<file path="src/sv/usfr_pkg.sv">
`timescale 1ns / 1ps
// usfr_pkg: shared types and constants of the UART status frame receiver.
// No dependencies; imported by the front, queue, back and top modules.
package usfr_pkg;

  // Header bytes and their XOR, which seeds the checksum.
  localparam logic [7:0] HDR0    = 8'hBB;
  localparam logic [7:0] HDR1    = 8'h00;
  localparam logic [7:0] HDR2    = 8'h04;
  localparam logic [7:0] HDR_XOR = 8'hBF;

  // Payload positions that are captured.
  localparam logic [7:0] POS_CURRENT = 8'd0;
  localparam logic [7:0] POS_MODE    = 8'd2;
  localparam logic [7:0] POS_SPEED   = 8'd3;
  localparam logic [7:0] POS_TARGET  = 8'd26;

  localparam logic [7:0] STATUS_MIN_LEN  = 8'd32;
  localparam logic [7:0] TEMP_MIN_LEN    = 8'd4;
  localparam logic [7:0] CURRENT_MIN_RAW = 8'd7;

  // Configuration register indexes.
  localparam int unsigned CFG_IDX_W = 3;
  localparam logic [CFG_IDX_W-1:0] CFG_STATUS_CMD = 3'd0;
  localparam logic [CFG_IDX_W-1:0] CFG_TEMP_CMD   = 3'd1;
  localparam logic [CFG_IDX_W-1:0] CFG_ECO_MASK   = 3'd2;
  localparam logic [CFG_IDX_W-1:0] CFG_TURBO_MASK = 3'd3;
  localparam logic [CFG_IDX_W-1:0] CFG_QUIET_MASK = 3'd4;

  localparam logic [7:0] ECO_MASK_RST   = 8'h80;
  localparam logic [7:0] TURBO_MASK_RST = 8'h40;
  localparam logic [7:0] QUIET_MASK_RST = 8'h80;

  typedef enum logic [1:0] {
    KIND_STATUS  = 2'd0,
    KIND_TEMP    = 2'd1,
    KIND_ERROR   = 2'd2,
    KIND_IGNORED = 2'd3
  } frame_kind_t;

  // Deframer phases, one-hot.
  typedef enum logic [3:0] {
    PH_HUNT = 4'b0001,
    PH_CMD  = 4'b0010,
    PH_LEN  = 4'b0100,
    PH_PAY  = 4'b1000
  } phase_t;

  // One completed frame as handed from front to back.
  typedef struct packed {
    logic [7:0] command;
    logic [7:0] length;
    logic [7:0] calc_sum;
    logic [7:0] rx_sum;
    logic [7:0] mode_flags;
    logic [7:0] speed_flags;
    logic [7:0] target_byte;
    logic [7:0] current_byte;
  } frame_rec_t;

  typedef struct packed {
    logic [7:0] status_cmd;
    logic [7:0] temp_cmd;
    logic [7:0] eco_mask;
    logic [7:0] turbo_mask;
    logic [7:0] quiet_mask;
  } cfg_t;

  typedef struct packed {
    frame_kind_t kind;
    logic        eco_on;
    logic        turbo_flag;
    logic        quiet_flag;
    logic        target_valid;
    logic [7:0]  target_raw;
    logic        current_valid;
    logic [7:0]  cur_temp_raw;
    logic [7:0]  computed_sum;
    logic [7:0]  received_sum;
  } result_t;

endpackage

</file>
<file path="src/sv/uart_status_frame_receiver.sv">
`timescale 1ns / 1ps
// uart_status_frame_receiver: takes one received byte per beat, finds BB 00 04
// frames, checks their XOR checksum and reports one result beat per frame.
// Each record is queued, then loaded into the output register when that is free.
// Throughput: one byte per cycle; in_ready drops only while the record queue is full.
// Reset (rst_n low at a clock edge) clears the deframer, queue and output valid, and
// loads the configuration registers with their reset values.
module uart_status_frame_receiver #(
  parameter int unsigned QUEUE_DEPTH = 2
) (
  input  logic       clk,
  input  logic       rst_n,
  // input channel
  input  logic       in_valid,
  output logic       in_ready,
  input  logic [7:0] in_rx_byte,
  // result channel
  output logic       out_valid,
  input  logic       out_ready,
  output logic [1:0] out_frame_kind,
  output logic       out_eco_on,
  output logic       out_turbo_on,
  output logic       out_quiet_on,
  output logic       out_target_valid,
  output logic [7:0] out_target_raw,
  output logic       out_current_valid,
  output logic [7:0] out_current_raw,
  output logic [7:0] out_computed_sum,
  output logic [7:0] out_received_sum,
  // configuration port
  input  logic                           cfg_we,
  input  logic [usfr_pkg::CFG_IDX_W-1:0] cfg_index,
  input  logic [7:0]                     cfg_data
);
  import usfr_pkg::*;

  frame_rec_t push_rec, head_rec;
  logic       q_push, q_full, q_pop, q_not_empty;
  result_t    res;

  // Front: track header, command, length and payload; push a record at the
  // checksum beat.
  usfr_front u_front (
    .clk        (clk),
    .rst_n      (rst_n),
    .in_valid   (in_valid),
    .in_ready   (in_ready),
    .in_rx_byte (in_rx_byte),
    .q_full     (q_full),
    .q_push     (q_push),
    .q_rec      (push_rec)
  );

  // Queue: decouple the byte stream from a stalled result channel.
  usfr_queue #(
    .DEPTH (QUEUE_DEPTH)
  ) u_queue (
    .clk       (clk),
    .rst_n     (rst_n),
    .push      (q_push),
    .push_rec  (push_rec),
    .full      (q_full),
    .pop       (q_pop),
    .not_empty (q_not_empty),
    .head_rec  (head_rec)
  );

  // Back: classify each record against the configuration and hold the
  // result until the beat is taken.
  usfr_back u_back (
    .clk         (clk),
    .rst_n       (rst_n),
    .cfg_we      (cfg_we),
    .cfg_index   (cfg_index),
    .cfg_data    (cfg_data),
    .q_not_empty (q_not_empty),
    .q_head      (head_rec),
    .q_pop       (q_pop),
    .out_valid   (out_valid),
    .out_ready   (out_ready),
    .out_res     (res)
  );

  assign out_frame_kind    = res.kind;
  assign out_eco_on        = res.eco_on;
  assign out_turbo_on      = res.turbo_flag;
  assign out_quiet_on      = res.quiet_flag;
  assign out_target_valid  = res.target_valid;
  assign out_target_raw    = res.target_raw;
  assign out_current_valid = res.current_valid;
  assign out_current_raw   = res.cur_temp_raw;
  assign out_computed_sum  = res.computed_sum;
  assign out_received_sum  = res.received_sum;

  // A checksum error is reported exactly when the sums differ.
  a_error_iff_mismatch: assert property (@(posedge clk) disable iff (!rst_n)
    out_valid |-> ((out_frame_kind == KIND_ERROR) == (out_computed_sum != out_received_sum)))
    else $error("frame kind disagrees with checksum compare");

  // Status fields stay clear on anything but a status result.
  a_status_fields_clear: assert property (@(posedge clk) disable iff (!rst_n)
    (out_valid && out_frame_kind != KIND_STATUS) |->
      (!out_eco_on && !out_turbo_on && !out_quiet_on && !out_target_valid &&
       out_target_raw == 8'd0))
    else $error("status fields set on a non-status result");

  // Temperature fields stay clear on anything but a temperature result.
  a_temp_fields_clear: assert property (@(posedge clk) disable iff (!rst_n)
    (out_valid && out_frame_kind != KIND_TEMP) |->
      (!out_current_valid && out_current_raw == 8'd0))
    else $error("temperature fields set on a non-temperature result");

  // The validity flags follow their raw bytes.
  a_valid_flags: assert property (@(posedge clk) disable iff (!rst_n)
    out_valid |-> ((out_frame_kind != KIND_STATUS ||
                    out_target_valid == (out_target_raw != 8'd0)) &&
                   (out_frame_kind != KIND_TEMP ||
                    out_current_valid == (out_current_raw > CURRENT_MIN_RAW))))
    else $error("validity flag does not match raw byte");

endmodule

</file>
<file path="src/sv/usfr_front.sv">
`timescale 1ns / 1ps
// usfr_front: header search and frame deframer; emits one record per frame.
// Depends on usfr_pkg.
module usfr_front (
  input  logic                clk,
  input  logic                rst_n,
  input  logic                in_valid,
  output logic                in_ready,
  input  logic [7:0]          in_rx_byte,
  input  logic                q_full,
  output logic                q_push,
  output usfr_pkg::frame_rec_t q_rec
);
  import usfr_pkg::*;

  phase_t     phase_r, phase_nxt;
  logic [1:0] hp_r, hp_nxt;
  logic [7:0] cmd_r, cmd_nxt;
  logic [7:0] len_r, len_nxt;
  logic [7:0] cnt_r, cnt_nxt;
  logic [7:0] xor_r, xor_nxt;
  logic [7:0] mode_r, mode_nxt;
  logic [7:0] speed_r, speed_nxt;
  logic [7:0] target_r, target_nxt;
  logic [7:0] current_r, current_nxt;
  logic       beat;

  assign in_ready = !q_full;
  assign beat     = in_valid && in_ready;

  always_comb begin
    phase_nxt   = phase_r;
    hp_nxt      = hp_r;
    cmd_nxt     = cmd_r;
    len_nxt     = len_r;
    cnt_nxt     = cnt_r;
    xor_nxt     = xor_r;
    mode_nxt    = mode_r;
    speed_nxt   = speed_r;
    target_nxt  = target_r;
    current_nxt = current_r;
    q_push      = 1'b0;
    if (beat) begin
      unique case (phase_r)
        PH_HUNT: begin
          if (hp_r == 2'd1 && in_rx_byte == HDR1) begin
            hp_nxt = 2'd2;
          end else if (hp_r == 2'd2 && in_rx_byte == HDR2) begin
            hp_nxt    = 2'd0;
            phase_nxt = PH_CMD;
            xor_nxt   = HDR_XOR;
          end else begin
            // a stray BB restarts the match at length one
            hp_nxt = (in_rx_byte == HDR0) ? 2'd1 : 2'd0;
          end
        end
        PH_CMD: begin
          cmd_nxt   = in_rx_byte;
          xor_nxt   = xor_r ^ in_rx_byte;
          phase_nxt = PH_LEN;
        end
        PH_LEN: begin
          len_nxt   = in_rx_byte;
          xor_nxt   = xor_r ^ in_rx_byte;
          cnt_nxt   = 8'd0;
          phase_nxt = PH_PAY;
        end
        PH_PAY: begin
          if (cnt_r == len_r) begin
            q_push    = 1'b1;
            phase_nxt = PH_HUNT;
            hp_nxt    = 2'd0;
          end else begin
            if (cnt_r == POS_CURRENT) current_nxt = in_rx_byte;
            if (cnt_r == POS_MODE)    mode_nxt    = in_rx_byte;
            if (cnt_r == POS_SPEED)   speed_nxt   = in_rx_byte;
            if (cnt_r == POS_TARGET)  target_nxt  = in_rx_byte;
            xor_nxt = xor_r ^ in_rx_byte;
            cnt_nxt = cnt_r + 8'd1;
          end
        end
        default: begin
          phase_nxt = PH_HUNT;
        end
      endcase
    end
  end

  always_comb begin
    q_rec.command      = cmd_r;
    q_rec.length       = len_r;
    q_rec.calc_sum     = xor_r;
    q_rec.rx_sum       = in_rx_byte;
    q_rec.mode_flags   = mode_r;
    q_rec.speed_flags  = speed_r;
    q_rec.target_byte  = target_r;
    q_rec.current_byte = current_r;
  end

  always_ff @(posedge clk) begin
    if (!rst_n) begin
      phase_r   <= PH_HUNT;
      hp_r      <= 2'd0;
      cmd_r     <= 8'd0;
      len_r     <= 8'd0;
      cnt_r     <= 8'd0;
      xor_r     <= 8'd0;
      mode_r    <= 8'd0;
      speed_r   <= 8'd0;
      target_r  <= 8'd0;
      current_r <= 8'd0;
    end else begin
      phase_r   <= phase_nxt;
      hp_r      <= hp_nxt;
      cmd_r     <= cmd_nxt;
      len_r     <= len_nxt;
      cnt_r     <= cnt_nxt;
      xor_r     <= xor_nxt;
      mode_r    <= mode_nxt;
      speed_r   <= speed_nxt;
      target_r  <= target_nxt;
      current_r <= current_nxt;
    end
  end

endmodule

</file>
<file path="src/sv/usfr_queue.sv">
`timescale 1ns / 1ps
// usfr_queue: short FIFO of frame records between the front and the back.
// Depends on usfr_pkg.
module usfr_queue #(
  parameter int unsigned DEPTH = 2
) (
  input  logic                 clk,
  input  logic                 rst_n,
  input  logic                 push,
  input  usfr_pkg::frame_rec_t push_rec,
  output logic                 full,
  input  logic                 pop,
  output logic                 not_empty,
  output usfr_pkg::frame_rec_t head_rec
);
  import usfr_pkg::*;

  localparam int unsigned PTR_W = (DEPTH > 1) ? $clog2(DEPTH) : 1;
  localparam int unsigned CNT_W = $clog2(DEPTH + 1);

  frame_rec_t       slots_r [DEPTH];
  logic [PTR_W-1:0] wr_ptr_r, wr_ptr_nxt;
  logic [PTR_W-1:0] rd_ptr_r, rd_ptr_nxt;
  logic [CNT_W-1:0] cnt_r, cnt_nxt;
  logic             do_push, do_pop;

  assign full      = (cnt_r == CNT_W'(DEPTH));
  assign not_empty = (cnt_r != '0);
  assign do_push   = push && !full;
  assign do_pop    = pop && not_empty;
  assign head_rec  = slots_r[rd_ptr_r];

  always_comb begin
    wr_ptr_nxt = wr_ptr_r;
    rd_ptr_nxt = rd_ptr_r;
    cnt_nxt    = cnt_r;
    if (do_push) begin
      wr_ptr_nxt = (wr_ptr_r == PTR_W'(DEPTH - 1)) ? '0 : wr_ptr_r + PTR_W'(1);
    end
    if (do_pop) begin
      rd_ptr_nxt = (rd_ptr_r == PTR_W'(DEPTH - 1)) ? '0 : rd_ptr_r + PTR_W'(1);
    end
    if (do_push && !do_pop) begin
      cnt_nxt = cnt_r + CNT_W'(1);
    end else if (do_pop && !do_push) begin
      cnt_nxt = cnt_r - CNT_W'(1);
    end
  end

  always_ff @(posedge clk) begin
    if (do_push) begin
      slots_r[wr_ptr_r] <= push_rec;
    end
  end

  always_ff @(posedge clk) begin
    if (!rst_n) begin
      wr_ptr_r <= '0;
      rd_ptr_r <= '0;
      cnt_r    <= '0;
    end else begin
      wr_ptr_r <= wr_ptr_nxt;
      rd_ptr_r <= rd_ptr_nxt;
      cnt_r    <= cnt_nxt;
    end
  end

endmodule

</file>
<file path="src/sv/usfr_back.sv">
`timescale 1ns / 1ps
// usfr_back: configuration registers, frame classification and output register.
// Depends on usfr_pkg.
module usfr_back (
  input  logic                          clk,
  input  logic                          rst_n,
  input  logic                          cfg_we,
  input  logic [usfr_pkg::CFG_IDX_W-1:0] cfg_index,
  input  logic [7:0]                    cfg_data,
  input  logic                          q_not_empty,
  input  usfr_pkg::frame_rec_t          q_head,
  output logic                          q_pop,
  output logic                          out_valid,
  input  logic                          out_ready,
  output usfr_pkg::result_t             out_res
);
  import usfr_pkg::*;

  cfg_t    cfg_r, cfg_nxt;
  result_t res_r, res_nxt;
  logic    out_valid_r, out_valid_nxt;

  assign q_pop     = q_not_empty && (!out_valid_r || out_ready);
  assign out_valid = out_valid_r;
  assign out_res   = res_r;

  always_comb begin
    cfg_nxt = cfg_r;
    if (cfg_we) begin
      unique case (cfg_index)
        CFG_STATUS_CMD: cfg_nxt.status_cmd = cfg_data;
        CFG_TEMP_CMD:   cfg_nxt.temp_cmd   = cfg_data;
        CFG_ECO_MASK:   cfg_nxt.eco_mask   = cfg_data;
        CFG_TURBO_MASK: cfg_nxt.turbo_mask = cfg_data;
        CFG_QUIET_MASK: cfg_nxt.quiet_mask = cfg_data;
        default: ;
      endcase
    end
  end

  // Classify the head record; status wins over temperature on equal codes.
  always_comb begin
    res_nxt              = '0;
    res_nxt.computed_sum = q_head.calc_sum;
    res_nxt.received_sum = q_head.rx_sum;
    if (q_head.calc_sum != q_head.rx_sum) begin
      res_nxt.kind = KIND_ERROR;
    end else if (q_head.command == cfg_r.status_cmd) begin
      if (q_head.length >= STATUS_MIN_LEN) begin
        res_nxt.kind         = KIND_STATUS;
        res_nxt.eco_on       = |(q_head.mode_flags & cfg_r.eco_mask);
        res_nxt.turbo_flag   = |(q_head.speed_flags & cfg_r.turbo_mask);
        res_nxt.quiet_flag   = |(q_head.speed_flags & cfg_r.quiet_mask);
        res_nxt.target_valid = (q_head.target_byte != 8'd0);
        res_nxt.target_raw   = q_head.target_byte;
      end else begin
        res_nxt.kind = KIND_IGNORED;
      end
    end else if (q_head.command == cfg_r.temp_cmd) begin
      if (q_head.length >= TEMP_MIN_LEN) begin
        res_nxt.kind          = KIND_TEMP;
        res_nxt.current_valid = (q_head.current_byte > CURRENT_MIN_RAW);
        res_nxt.cur_temp_raw  = q_head.current_byte;
      end else begin
        res_nxt.kind = KIND_IGNORED;
      end
    end else begin
      res_nxt.kind = KIND_IGNORED;
    end
  end

  always_comb begin
    out_valid_nxt = out_valid_r;
    if (q_pop) begin
      out_valid_nxt = 1'b1;
    end else if (out_ready) begin
      out_valid_nxt = 1'b0;
    end
  end

  always_ff @(posedge clk) begin
    if (q_pop) begin
      res_r <= res_nxt;
    end
  end

  always_ff @(posedge clk) begin
    if (!rst_n) begin
      cfg_r.status_cmd <= 8'd0;
      cfg_r.temp_cmd   <= 8'd0;
      cfg_r.eco_mask   <= ECO_MASK_RST;
      cfg_r.turbo_mask <= TURBO_MASK_RST;
      cfg_r.quiet_mask <= QUIET_MASK_RST;
      out_valid_r      <= 1'b0;
    end else begin
      cfg_r       <= cfg_nxt;
      out_valid_r <= out_valid_nxt;
    end
  end

endmodule
</file>
<file path="config.mk">
export PLATFORM = sky130hd
export DESIGN_NAME = uart_status_frame_receiver
export DESIGN_NICKNAME = d
export VERILOG_FILES = /design/src/sv/usfr_pkg.sv /design/src/sv/uart_status_frame_receiver.sv /design/src/sv/usfr_front.sv /design/src/sv/usfr_queue.sv /design/src/sv/usfr_back.sv
export SDC_FILE = /design/constraint.sdc
export NUM_CORES = 1
export LEC_CHECK = 0
export BUFFER_PORTS_ARGS = -buffer_cell sky130_fd_sc_hd__clkbuf_2
export CAP_MARGIN = 10
export CORE_UTILIZATION = 30
export DETAILED_ROUTE_END_ITERATION = 7
export GPL_TIMING_DRIVEN = 0
export SLEW_MARGIN = 5
export SYNTH_ARGS = -nofsm -noshare
export SYNTH_HDL_FRONTEND = slang
export SYNTH_SLANG_ARGS = --single-unit
</file>
<file path="constraint.sdc">
create_clock -name clk -period 13.1 [get_ports clk]
set_input_delay 1.31 -clock clk [delete_from_list [all_inputs] [get_ports clk]]
set_output_delay 1.31 -clock clk [all_outputs]
set_load 0.02 [all_outputs]
</file>
==> implementation parameters, run 1 <==
Parameter                              Value

Logic synthesis
  Most used DFF post-synth ... sky130_fd_sc_hd__edfxtp_1
  Count of flip-flops with a built-in enable after synthesis ... between 150 and 200
  Area of the mapped netlist ... ~11000 um^2
  Mapped Avg Cell Area ... ~13 um^2
  Top-area cell type share of the netlist area ... approximately 44%
  Synth async-reset ratio ... 0%
  Sequential fraction of the synthesis area ... between 60% and 70%
  Syn. warnings ... 0
  Number of nets in the synthesized netlist ... ~910
  Yosys top cell by area ... sky130_fd_sc_hd__edfxtp_1
  Synth Register Bits ... between 200 and 300
  Cell types with the largest area share after synthesis ... sky130_fd_sc_hd__edfxtp_1 (44%), sky130_fd_sc_hd__dfxtp_1 (21%), sky130_fd_sc_hd__mux2i_1 (5.9%)
  Distinct cell type count of the synthesized netlist ... 62
  Post-Syn Instances ... about 880

Place
  PortBufs ... between 60 and 70
  Gpl congestion ... roughly 0.81
  Detailed-placement wirelength estimate ... about 18 mm
  Pre-CTS worst setup slack ... 9.43 ns
  Area post-placement ... roughly 12000 um^2

Timing
  Final hold violation count ... 0
  Time the worst path needs with I/O delays and setup ... between 3 and 4 ns
  Max_slew headroom ... around 17%
  Worst Skew ... approximately 0.019 ns
  Final setup violating endpoints ... 0
  Slew Viols, Final ... 0
  Final setup margin ... ~9.6 ns
  RSZ-0062 raised after global routing ... false
  Share of the clock period used by the worst path after layout ... 26.4%
  Peak clock frequency supported by timing ... about 290 MHz
  Slew of the pin with the lowest slew margin ... approximately 1.2 ns
  Setup Total Neg Slack ... 0 ns

Route
  Wire length reported by the detailed router ... around 25 mm
  Vias per std cell ... about 4.7
  DRC violations left ... 0
  Final ANT Viol Nets ... 0
  Total via count after detailed routing ... around 6900
  WL per Instance ... approximately 17 um
  Drt first-iter violations ... about 440
  Length of the first detailed-routing pass in iterations ... 5

CTS
  Clock sinks ... between 200 and 300
  CTS Buffer Depth ... 3
  Setup fix buffers added after clock tree synthesis ... 0
  Clock root cell ... sky130_fd_sc_hd__clkbuf_16
  Clock Pin Slew Worst Setup and Hold Paths ... 0.06 ns
  Cts bufs inserted ... 27
  Clock insertion delay at the later pin of the skew report ... roughly 0.56 ns
  Hold-fix buffers, CTS ... 0
  TritonCTS clock tree ... done
  Cts repair resizes ... 0
  Number of levels in the clock H-tree ... 1

Finish
  Antenna cell count ... 0
  Proportion of layout cells with a drive suffix above 1 ... 17.7%
  Commonest non-fill, non-tap cells in the layout ... sky130_fd_sc_hd__edfxtp_1 (163), sky130_fd_sc_hd__dfxtp_1 (116), sky130_fd_sc_hd__nand2_1 (108), sky130_fd_sc_hd__mux2i_1 (66), sky130_fd_sc_hd__clkbuf_2 (65)
  Post-route design area ... approximately 13000 um^2
  Most frequent standard cell in the layout excluding fill and tap cells ... sky130_fd_sc_hd__edfxtp_1
  Number of nets in the final layout ... 1008
  Final core utilization ... a little over a third
  Synth-to-Final Area Change ... 16.9%

Global routing
  Global-route wire length before repair ... about 39 mm
  Number of global-route vias before repair ... about 6900
  Leftover overflow at the end of global routing ... 0
  Largest net degree at the start of global routing ... 50
  Global-route usage over all layers ... about an eighth
  Number of antenna violations at the first check in global routing ... 0

Worst setup path
  Total buffers and inverters traversed by the critical path ... 2
  Worst path slowest cell ... sky130_fd_sc_hd__nor4_1
  Highest cell delay on the worst timing path ... between 1 and 1.5 ns
  Worst r2r path cells ... 7
  Destination of the critical timing path ... u_back.out_res[35]
  CP Data Arrival Time ... ~3.9 ns
  Total stage count of the critical path ... 7
  Top delay family on crit path ... simple AND/OR/NAND/NOR gates
  CP Cell Sequence ... buf_6, mux2i_1, xnor2_1, nor4_1, o2111ai_1, buf_2, a31oi_1
  Data required time of the critical path ... 13.50 ns
  Startpoint types ... register
  Largest fanout on the critical path ... 10
  Worst reg-to-reg setup slack ... 9.65 ns
  Crit Path Category ... reg2reg
  Worst reg2reg endpoint ... u_back.out_res[35]
  Crit path capture type ... register

Power
  Leakage Power ... around 4.7 nW
  Pwr Total ... ~0.0021 W
  Worst VDD drop ... ~0.10 mV
  Power per unit of standard cell area ... ~160 nW/um^2

Floorplan
  Full die area ... 37800 um^2
  Die height ... roughly 190 um
  Placeable core area ... roughly 37000 um^2
  Die Width ... between 150 and 200 um
  I/O Pins ... between 60 and 70
  Total number of placement rows ... 70
  Initial core utilization ... 30.4%

Min path
  Type of the most critical hold path ... reg2reg

Flow run
  Max-cap violations ... 0

Run status
  Result of the run ... complete, no violations
-- worst min path at each step --
stage	startpoint	depth (start not counted)	to
finish	u_front.cmd_r[0]	0	u_queue.slots_r[1][56]
floorplan	u_front.current_r[0]	0	u_queue.slots_r[0][0]
global placement	u_front.cmd_r[1]	0	u_queue.slots_r[0][57]
global route	u_back.cfg_r[3]	2	u_back.cfg_r[3]
detailed placement	u_front.cmd_r[0]	0	u_queue.slots_r[1][56]
CTS	u_front.cmd_r[0]	0	u_queue.slots_r[1][56]
-- sequential cells by signal (all words and copies together) (netlist names), 2 cells and up, named ones only --
signal,flops
u_queue.slots_r,124
u_back.cfg_r,40
u_back.out_res,39
u_front.cmd_r,8
u_front.cnt_r,8
u_front.current_r,8
u_front.len_r,8
u_front.mode_r,8
u_front.speed_r,8
u_front.target_r,8
u_front.xor_r,8
u_front.phase_r,4
u_front.hp_r,2
u_queue.cnt_r,2
-- worst reg2reg max path, cell delays in order (launching register included) --
cell and delay [ns]:
sky130_fd_sc_hd__dfxtp_1 0.40, sky130_fd_sc_hd__buf_6 0.20, sky130_fd_sc_hd__mux2i_1 0.36, sky130_fd_sc_hd__xnor2_1 0.10, sky130_fd_sc_hd__nor4_1 1.02, sky130_fd_sc_hd__o2111ai_1 0.64
sky130_fd_sc_hd__buf_2 0.39, sky130_fd_sc_hd__a31oi_1 0.17
-- cell type report --
| class | count | area (um^2) |
|---|---|---|
| plain buffers | 46 | 209 |
| well taps | 468 | 586 |
| flip-flops and latches | 279 | 7220 |
| clock inverters | 12 | 133 |
| repair buffers | 68 | 408 |
| inverters | 13 | 48.8 |
| fillers | 3491 | 23500 |
| clock buffers | 38 | 737 |
| multi-input cells | 545 | 3660 |
-- cells in the mapped netlist, types with 4 or more instances --
cell                       count
sky130_fd_sc_hd__nor3_1        8
sky130_fd_sc_hd__or3_1         4
sky130_fd_sc_hd__xor2_1       12
sky130_fd_sc_hd__nand2_1     108
sky130_fd_sc_hd__nor2_1       65
sky130_fd_sc_hd__nand3_1      17
sky130_fd_sc_hd__o211ai_1      4
sky130_fd_sc_hd__a21oi_1      64
sky130_fd_sc_hd__xnor2_1      33
sky130_fd_sc_hd__buf_1         4
sky130_fd_sc_hd__a22oi_1       6
sky130_fd_sc_hd__buf_2        10
sky130_fd_sc_hd__mux2i_1      66
sky130_fd_sc_hd__nand4_1       4
sky130_fd_sc_hd__o21ai_0       9
sky130_fd_sc_hd__a311oi_1      8
sky130_fd_sc_hd__mux2_2       32
sky130_fd_sc_hd__nor4_1       20
sky130_fd_sc_hd__dfxtp_1     116
sky130_fd_sc_hd__or4_1         6
sky130_fd_sc_hd__and2_1        5
sky130_fd_sc_hd__clkbuf_1     28
sky130_fd_sc_hd__and3_1        8
sky130_fd_sc_hd__o31ai_1       9
sky130_fd_sc_hd__edfxtp_1    163
sky130_fd_sc_hd__inv_1        12
sky130_fd_sc_hd__ha_1          4
sky130_fd_sc_hd__a31oi_1       4
-- through the flow --
step,cells,hold WS (ns)
2_1_floorplan,883,0.425
3_3_place_gp,1415,0.430
3_5_place_dp,1419,0.439
4_1_cts,1469,0.453
5_1_grt,1469,0.465
6_report,1469,0.453
-- per-layer routing --
metal  wire [um]  vias to the layer above  GRT usage [%]
met1       10800                     3329           16.3
met3        1230                       45           2.34
met4         917                        0           5.76
met2       12300                      134           22.9
met5           0                        -              0
li1            -                     3431              -
-- report_power, final --
group	total, W	internal [W]	switching (W)	leakage [nW]
logic	0.000305	0.0000976	0.000208	1.74
registers	0.00101	0.000993	0.0000188	2.57
clock network	0.000765	0.000435	0.000330	0.431
total	0.00208	0.00153	0.000556	4.74
-- cell families after synthesis --
logic type / share of synthesized area, %
mux: 9.31
compound gates: 7.58
buf+inv: 2.32
flops: 64.9
simple gates: 11.9
fa+ha+maj: 0.450
xor+xnor: 3.55
Note: power is estimated with default switching activity, not from simulation.
==> inputs of run 2 (changes only) <==
==> constraint.sdc (replaced) <==
create_clock -name clk -period 3.46 [get_ports clk]
set_input_delay 0.346 -clock clk [delete_from_list [all_inputs] [get_ports clk]]
set_output_delay 0.346 -clock clk [all_outputs]
set_load 0.02 [all_outputs]
==> implementation parameters, run 2 (synthesis results as in run 1) <==
Parameter                              Value

Run status
  Result of the run ... complete, no violations

Min path
  Type of the most critical hold path ... in2reg
  Worst Hold Endpoint ... u_queue.slots_r[0][38]
  Worst hold path cell count ... 1 (+1)
  Min-Delay Startpoint ... in_rx_byte[6]

Floorplan
  Placeable core area ... 36500 um^2 (unchanged)
  Die height ... 194 um (unchanged)
  Total number of placement rows ... 70 (unchanged)
  I/O Pins ... 65 (unchanged)
  Full die area ... 37800 um^2 (unchanged)
  Die Width ... 194 um (unchanged)
  Initial core utilization ... 30.4% (unchanged)

Worst setup path
  CP Cell Sequence ... buf_6, mux2i_1, xnor2_1, nor4_1, o2111ai_1, buf_2, a31oi_1
  Worst reg-to-reg setup slack ... 0.18 ns (-9.47 ns)
  CP Data Arrival Time ... 3.65 ns (-0.21 ns)
  Data required time of the critical path ... 3.83 ns (-9.67 ns)
  Crit Path Category ... reg2reg
  Startpoint types ... register
  Worst reg2reg endpoint ... u_back.out_res[35]
  Total stage count of the critical path ... 7 (unchanged)
  Highest cell delay on the worst timing path ... 0.82 ns (-0.20 ns)
  Worst r2r path cells ... 7 (unchanged)
  Crit path capture type ... register
  Top delay family on crit path ... simple AND/OR/NAND/NOR gates
  Total buffers and inverters traversed by the critical path ... 2 (unchanged)
  Largest fanout on the critical path ... 10 (unchanged)
  Worst path slowest cell ... sky130_fd_sc_hd__nor4_1

Global routing
  Number of antenna violations at the first check in global routing ... 0 (unchanged)
  Leftover overflow at the end of global routing ... 0 (unchanged)
  Global-route wire length before repair ... 38.9 mm (about the same)
  Number of global-route vias before repair ... 6928 (+0.79%)
  Global-route usage over all layers ... 13.2% (-0.087 points)
  Largest net degree at the start of global routing ... 44 (-12%)

Place
  Gpl congestion ... 0.836 (+3.4%)
  PortBufs ... 64 (unchanged)
  Detailed-placement wirelength estimate ... 17.7 mm (about the same)
  Area post-placement ... 12100 um^2 (about the same)
  # placed instances ... 1419 (unchanged)

CTS
  TritonCTS clock tree ... done
  Cts repair resizes ... 0 (unchanged)
  CTS Buffer Depth ... 3 (unchanged)
  Hold-fix buffers, CTS ... 0 (unchanged)
  Clock root cell ... sky130_fd_sc_hd__clkbuf_16
  Number of levels in the clock H-tree ... 1 (unchanged)
  Cts bufs inserted ... 27 (unchanged)
  Clock Pin Slew Worst Setup and Hold Paths ... 0.06 ns (about the same)
  Clock sinks ... 279 (unchanged)
  Setup fix buffers added after clock tree synthesis ... 0 (unchanged)
  Clock insertion delay at the later pin of the skew report ... 0.53 ns (-0.03 ns)

Finish
  Register Area ... 7220 um^2 (unchanged)
  Antenna cell count ... 0 (unchanged)
  Fillers ... 3530 (+1.1%)
  Proportion of layout cells with a drive suffix above 1 ... 17.6% (-0.10 points)
  Commonest non-fill, non-tap cells in the layout ... sky130_fd_sc_hd__edfxtp_1 (163), sky130_fd_sc_hd__dfxtp_1 (116), sky130_fd_sc_hd__nand2_1 (108), sky130_fd_sc_hd__mux2i_1 (66), sky130_fd_sc_hd__clkbuf_2 (65)
  Final std cells w/o fill ... 1469 (unchanged)
  Top reg by flops ... u_queue.slots_r
  Area of combinational cells with multiple inputs ... 3660 um^2 (+0.17%)
  Max reg flops ... 124 (unchanged)
  Final core utilization ... 35.7% (+0.086 points)
  Number of nets in the final layout ... 1008 (unchanged)
  Synth-to-Final Area Change ... 17.2%
  Most frequent standard cell in the layout excluding fill and tap cells ... sky130_fd_sc_hd__edfxtp_1
  Post-route design area ... 13000 um^2 (+0.24%)

Timing
  Peak clock frequency supported by timing ... 305 MHz (+5.3%)
  Worst Skew ... 0.0141 ns (-0.00497 ns)
  Final setup violating endpoints ... 0 (unchanged)
  Slew of the pin with the lowest slew margin ... 1.03 ns (-0.205 ns)
  Slew Viols, Final ... 0 (unchanged)
  Max_slew headroom ... 31.4% (+14 points)
  RSZ-0062 raised after global routing ... false
  Share of the clock period used by the worst path after layout ... 94.8% (+68 points)
  Final hold violation count ... 0 (unchanged)
  Time the worst path needs with I/O delays and setup ... 3.28 ns (-0.174 ns)

Route
  Vias per std cell ... 4.79 (+1.4%)
  Final ANT Viol Nets ... 0 (unchanged)
  Total via count after detailed routing ... 7033 (+1.4%)
  WL per Instance ... 17.1 um (-0.76%)
  Length of the first detailed-routing pass in iterations ... 5 (unchanged)
  DRC violations left ... 0 (unchanged)
  Drt first-iter violations ... 396 (-9.2%)
  Wire length reported by the detailed router ... 25.1 mm (-0.76%)

Power
  Power per unit of standard cell area ... 605 nW/um^2 (+280%)
  Leakage Power ... 4.74 nW (about the same)
  Worst VDD drop ... 0.409 mV (+290%)

Flow run
  Max-cap violations ... 0 (unchanged)
run 2: changes by cell type in the layout (fill, tap and decap cells not counted), sizes merged:
cell and delta:
clkinvlp +1, clkinv -5, clkbuf +5, bufinv -1
run 2: worst max-delay path by stage:
stage / start / to / slack [ns]
after floorplan: u_front.cnt_r[4] / u_queue.slots_r[1][0] / 0.12
after global placement: u_front.cnt_r[4] / u_queue.slots_r[1][11] / -1.14
after detailed placement: register / u_back.out_res[35] / 0.08
after CTS: register / u_back.out_res[35] / 0.06
after global routing: u_front.cnt_r[4] / u_queue.slots_r[0][52] / 0.14
final: register / u_back.out_res[35] / 0.18
run 2: per-layer routing:
layer	vias up	routed length [um]	GRT usage, %
met5	-	0	0
met4	0	499	4.12
met2	157	12900	23.7
met3	38	1090	2.36
li1	3420	-	-
met1	3418	10700	15.9
run 2: stage by stage:
step	hold WS, ns	power, W	setup WS (ns)	setup TNS, ns
after floorplan	0.425	0.00465	0.116	0
after global placement	0.428	0.00505	-1.14	-102.18
after detailed placement	0.440	0.00508	0.0819	0
after CTS	0.0125	0.00797	0.0550	0
after global routing	0.0264	0.00817	0.143	0
final	0.0295	0.00788	0.180	0
run 2: layout make-up:
cell class | count | share of cell area [%]
Sequential cell | 279 | 55.4
Multi-Input combinational cell | 545 | 28.1
Clock buffer | 43 | 6.28
Tap cell | 468 | 4.50
Timing Repair Buffer | 68 | 3.19
Buffer | 46 | 1.60
Clock inverter | 7 | 0.528
Inverter | 13 | 0.375
run 2: power by group:
part	internal [W]	switching, W	leakage (nW)
sequential	0.00376	0.0000690	2.57
combinational	0.000370	0.000783	1.75
clock	0.00170	0.00120	0.430
==> inputs of run 3 (changes only) <==
--- a/config.mk
+++ b/config.mk
@@ -7,9 +7,11 @@
 export LEC_CHECK = 0
 export BUFFER_PORTS_ARGS = -buffer_cell sky130_fd_sc_hd__clkbuf_2
 export CAP_MARGIN = 10
-export CORE_UTILIZATION = 30
+export CORE_UTILIZATION = 36
+export CTS_CLUSTER_DIAMETER = 60
 export DETAILED_ROUTE_END_ITERATION = 7
 export GPL_TIMING_DRIVEN = 0
+export PLACE_DENSITY = 0.58
 export SLEW_MARGIN = 5
 export SYNTH_ARGS = -nofsm -noshare
 export SYNTH_HDL_FRONTEND = slang
==> implementation parameters, run 3 (synthesis results as in run 1) <==
Parameter                              Value

Run status
  Result of the run ... complete, no violations

CTS
  Setup fix buffers added after clock tree synthesis ... 0 (unchanged)
  Clock root cell ... sky130_fd_sc_hd__clkbuf_16
  Hold-fix buffers, CTS ... 0 (unchanged)
  Cts repair resizes ... 0 (unchanged)
  Cts bufs inserted ... 30 (+11%)
  CTS Buffer Depth ... 3 (unchanged)
  Clock sinks ... 279 (unchanged)
  TritonCTS clock tree ... done
  Clock insertion delay at the later pin of the skew report ... 0.54 ns (about the same)
  Number of levels in the clock H-tree ... 1 (unchanged)
  Clock Pin Slew Worst Setup and Hold Paths ... 0.06 ns (about the same)

Worst setup path
  Worst reg2reg endpoint ... u_back.out_res[36]
  Startpoint types ... register
  Data required time of the critical path ... 3.79 ns (-0.04 ns)
  CP Cell Sequence ... buf_6, mux2i_1, xnor2_1, nor4_1, o2111ai_1, a31oi_1
  Total buffers and inverters traversed by the critical path ... 1 (-1)
  Worst reg-to-reg setup slack ... 0.22 ns (+0.04 ns)
  Largest fanout on the critical path ... 10 (unchanged)
  Worst r2r path cells ... 6 (-1)
  Top delay family on crit path ... compound AO/OA/AOI/OAI gates
  Crit Path Category ... reg2reg
  Highest cell delay on the worst timing path ... 0.86 ns (+0.04 ns)
  Worst path slowest cell ... sky130_fd_sc_hd__nor4_1
  Crit path capture type ... register
  CP Data Arrival Time ... 3.56 ns (-0.09 ns)

Global routing
  Met1 GRT Util ... 21.2% (+5.3 points)
  Leftover overflow at the end of global routing ... 0 (unchanged)
  Met3 usage ... 2.10% (-0.26 points)
  M2 GR Usage ... 28.3% (+4.6 points)
  Largest net degree at the start of global routing ... 59 (+34%)
  Global-route wire length before repair ... 39.0 mm (+0.46%)
  Number of global-route vias before repair ... 6881 (-0.68%)
  Most crowded layer after global routing ... met2
  Number of antenna violations at the first check in global routing ... 0 (unchanged)
  Global-route usage over all layers ... 16.2% (+3.0 points)

Power
  Leakage Power ... 4.79 nW (+1.1%)
  Power per unit of standard cell area ... 624 nW/um^2 (+3.2%)
  Pwr Total ... 0.00813 W (+3.2%)
  Worst VDD drop ... 0.317 mV (-22%)

Floorplan
  Placeable core area ... 30000 um^2 (-18%)
  Full die area ... 31600 um^2 (-17%)
  I/O Pins ... 65 (unchanged)
  Die height ... 178 um (-8.6%)
  Total number of placement rows ... 63 (-10%)
  Die Width ... 178 um (-8.6%)
  Initial core utilization ... 37.0% (+6.6 points)

Place
  PortBufs ... 64 (unchanged)
  Gpl congestion ... 0.786 (-6.0%)
  Area post-placement ... 12000 um^2 (-0.80%)
  Detailed-placement wirelength estimate ... 17.1 mm (-3.4%)

Finish
  Synth-to-Final Area Change ... 17.2% (about the same)
  Number of nets in the final layout ... 1011 (+0.30%)
  Max reg flops ... 124 (unchanged)
  Top reg by flops ... u_queue.slots_r
  Post-route design area ... 13000 um^2 (about the same)
  Fillers ... 2790 (-21%)
  Area of combinational cells with multiple inputs ... 3660 um^2 (-0.17%)
  Most frequent standard cell in the layout excluding fill and tap cells ... sky130_fd_sc_hd__edfxtp_1
  Antenna cell count ... 0 (unchanged)
  Proportion of layout cells with a drive suffix above 1 ... 17.6% (about the same)
  Commonest non-fill, non-tap cells in the layout ... sky130_fd_sc_hd__edfxtp_1 (163), sky130_fd_sc_hd__dfxtp_1 (116), sky130_fd_sc_hd__nand2_1 (108), sky130_fd_sc_hd__mux2i_1 (66), sky130_fd_sc_hd__clkbuf_2 (65)
  Register Area ... 7220 um^2 (unchanged)

Timing
  RSZ-0062 raised after global routing ... false
  Share of the clock period used by the worst path after layout ... 93.6% (-1.2 points)
  Final hold violation count ... 0 (unchanged)
  Slew of the pin with the lowest slew margin ... 1.07 ns (+0.0404 ns)
  Slew Viols, Final ... 0 (unchanged)
  Peak clock frequency supported by timing ... 309 MHz (+1.3%)
  Max_slew headroom ... 28.7% (-2.7 points)
  Final setup violating endpoints ... 0 (unchanged)
  Worst Skew ... 0.0205 ns (+0.00634 ns)
  Time the worst path needs with I/O delays and setup ... 3.24 ns (-0.0415 ns)

Min path
  Worst Hold Endpoint ... u_queue.slots_r[1][38]
  Type of the most critical hold path ... in2reg
  Worst hold path cell count ... 1 (unchanged)
  Min-Delay Startpoint ... in_rx_byte[6]

Route
  Length of the first detailed-routing pass in iterations ... 5 (unchanged)
  Final ANT Viol Nets ... 0 (unchanged)
  Total via count after detailed routing ... 7010 (-0.33%)
  Drt first-iter violations ... 488 (+23%)
  Wire length reported by the detailed router ... 24.7 mm (-1.5%)
  DRC violations left ... 0 (unchanged)
  Vias per std cell ... 5.02 (+4.9%)
  WL per Instance ... 17.7 um (+3.6%)

Flow run
  Max-cap violations ... 0 (unchanged)
[run 3: changes by cell type in the layout (fill, tap and decap cells not counted), sizes merged]
cell | before | now
clkbuf | 136 | 138
bufinv | 1 | 2
clkinv | 4 | 8
inv | 14 | 13
clkinvlp | 1 | 0
[run 3: worst max path at each step]
stage / to / start / slack, ns / cells past startpoint
final: u_back.out_res[36] / register / 0.22 / 6
after global routing: u_back.out_res[34] / register / 0.006 / 7
after CTS: u_back.out_res[34] / register / 0.18 / 7
after detailed placement: u_back.out_res[34] / register / 0.21 / 7
after global placement: u_queue.slots_r[1][16] / u_front.cnt_r[4] / -1.10 / 5
after floorplan: u_queue.slots_r[1][0] / u_front.cnt_r[4] / 0.12 / 5
[run 3: per-stage QoR]
step / util, % / setup slack, ns / hold WS (ns) / instances / setup TNS [ns]
after detailed placement: 40.1 / 0.210 / 0.441 / 1341 / 0
after floorplan: - / 0.116 / 0.425 / 883 / 0
after global placement: 39.7 / -1.10 / 0.431 / 1337 / -97.86
final: 43.4 / 0.222 / 0.0235 / 1396 / 0
after global routing: 43.4 / 0.00589 / 0.00879 / 1396 / 0
after CTS: 43.4 / 0.176 / 0.00973 / 1396 / 0
[run 3: per-layer routing]
metal | wire, um | share of wire (%)
met1 | 11000 | 45
met2 | 12400 | 50
met3 | 936 | 3.8
met4 | 361 | 1.5
met5 | 0 | 0
[run 3: cell type report]
cell class,count,share of cell area [%]
flip-flops and latches,279,55.4
repair buffers,68,3.19
well taps,390,3.75
inverters,13,0.375
plain buffers,46,1.60
multi-input cells,545,28.1
clock buffers,45,6.83
clock inverters,10,0.749
[run 3: report_power, final]
part,internal (W),switching (W),leakage [nW],total (W)
Clock,0.00191,0.00123,0.482,0.00314
Sequential,0.00376,0.0000694,2.57,0.00383
Combinational,0.000370,0.000785,1.75,0.00116
Total,0.00604,0.00209,4.79,0.00813
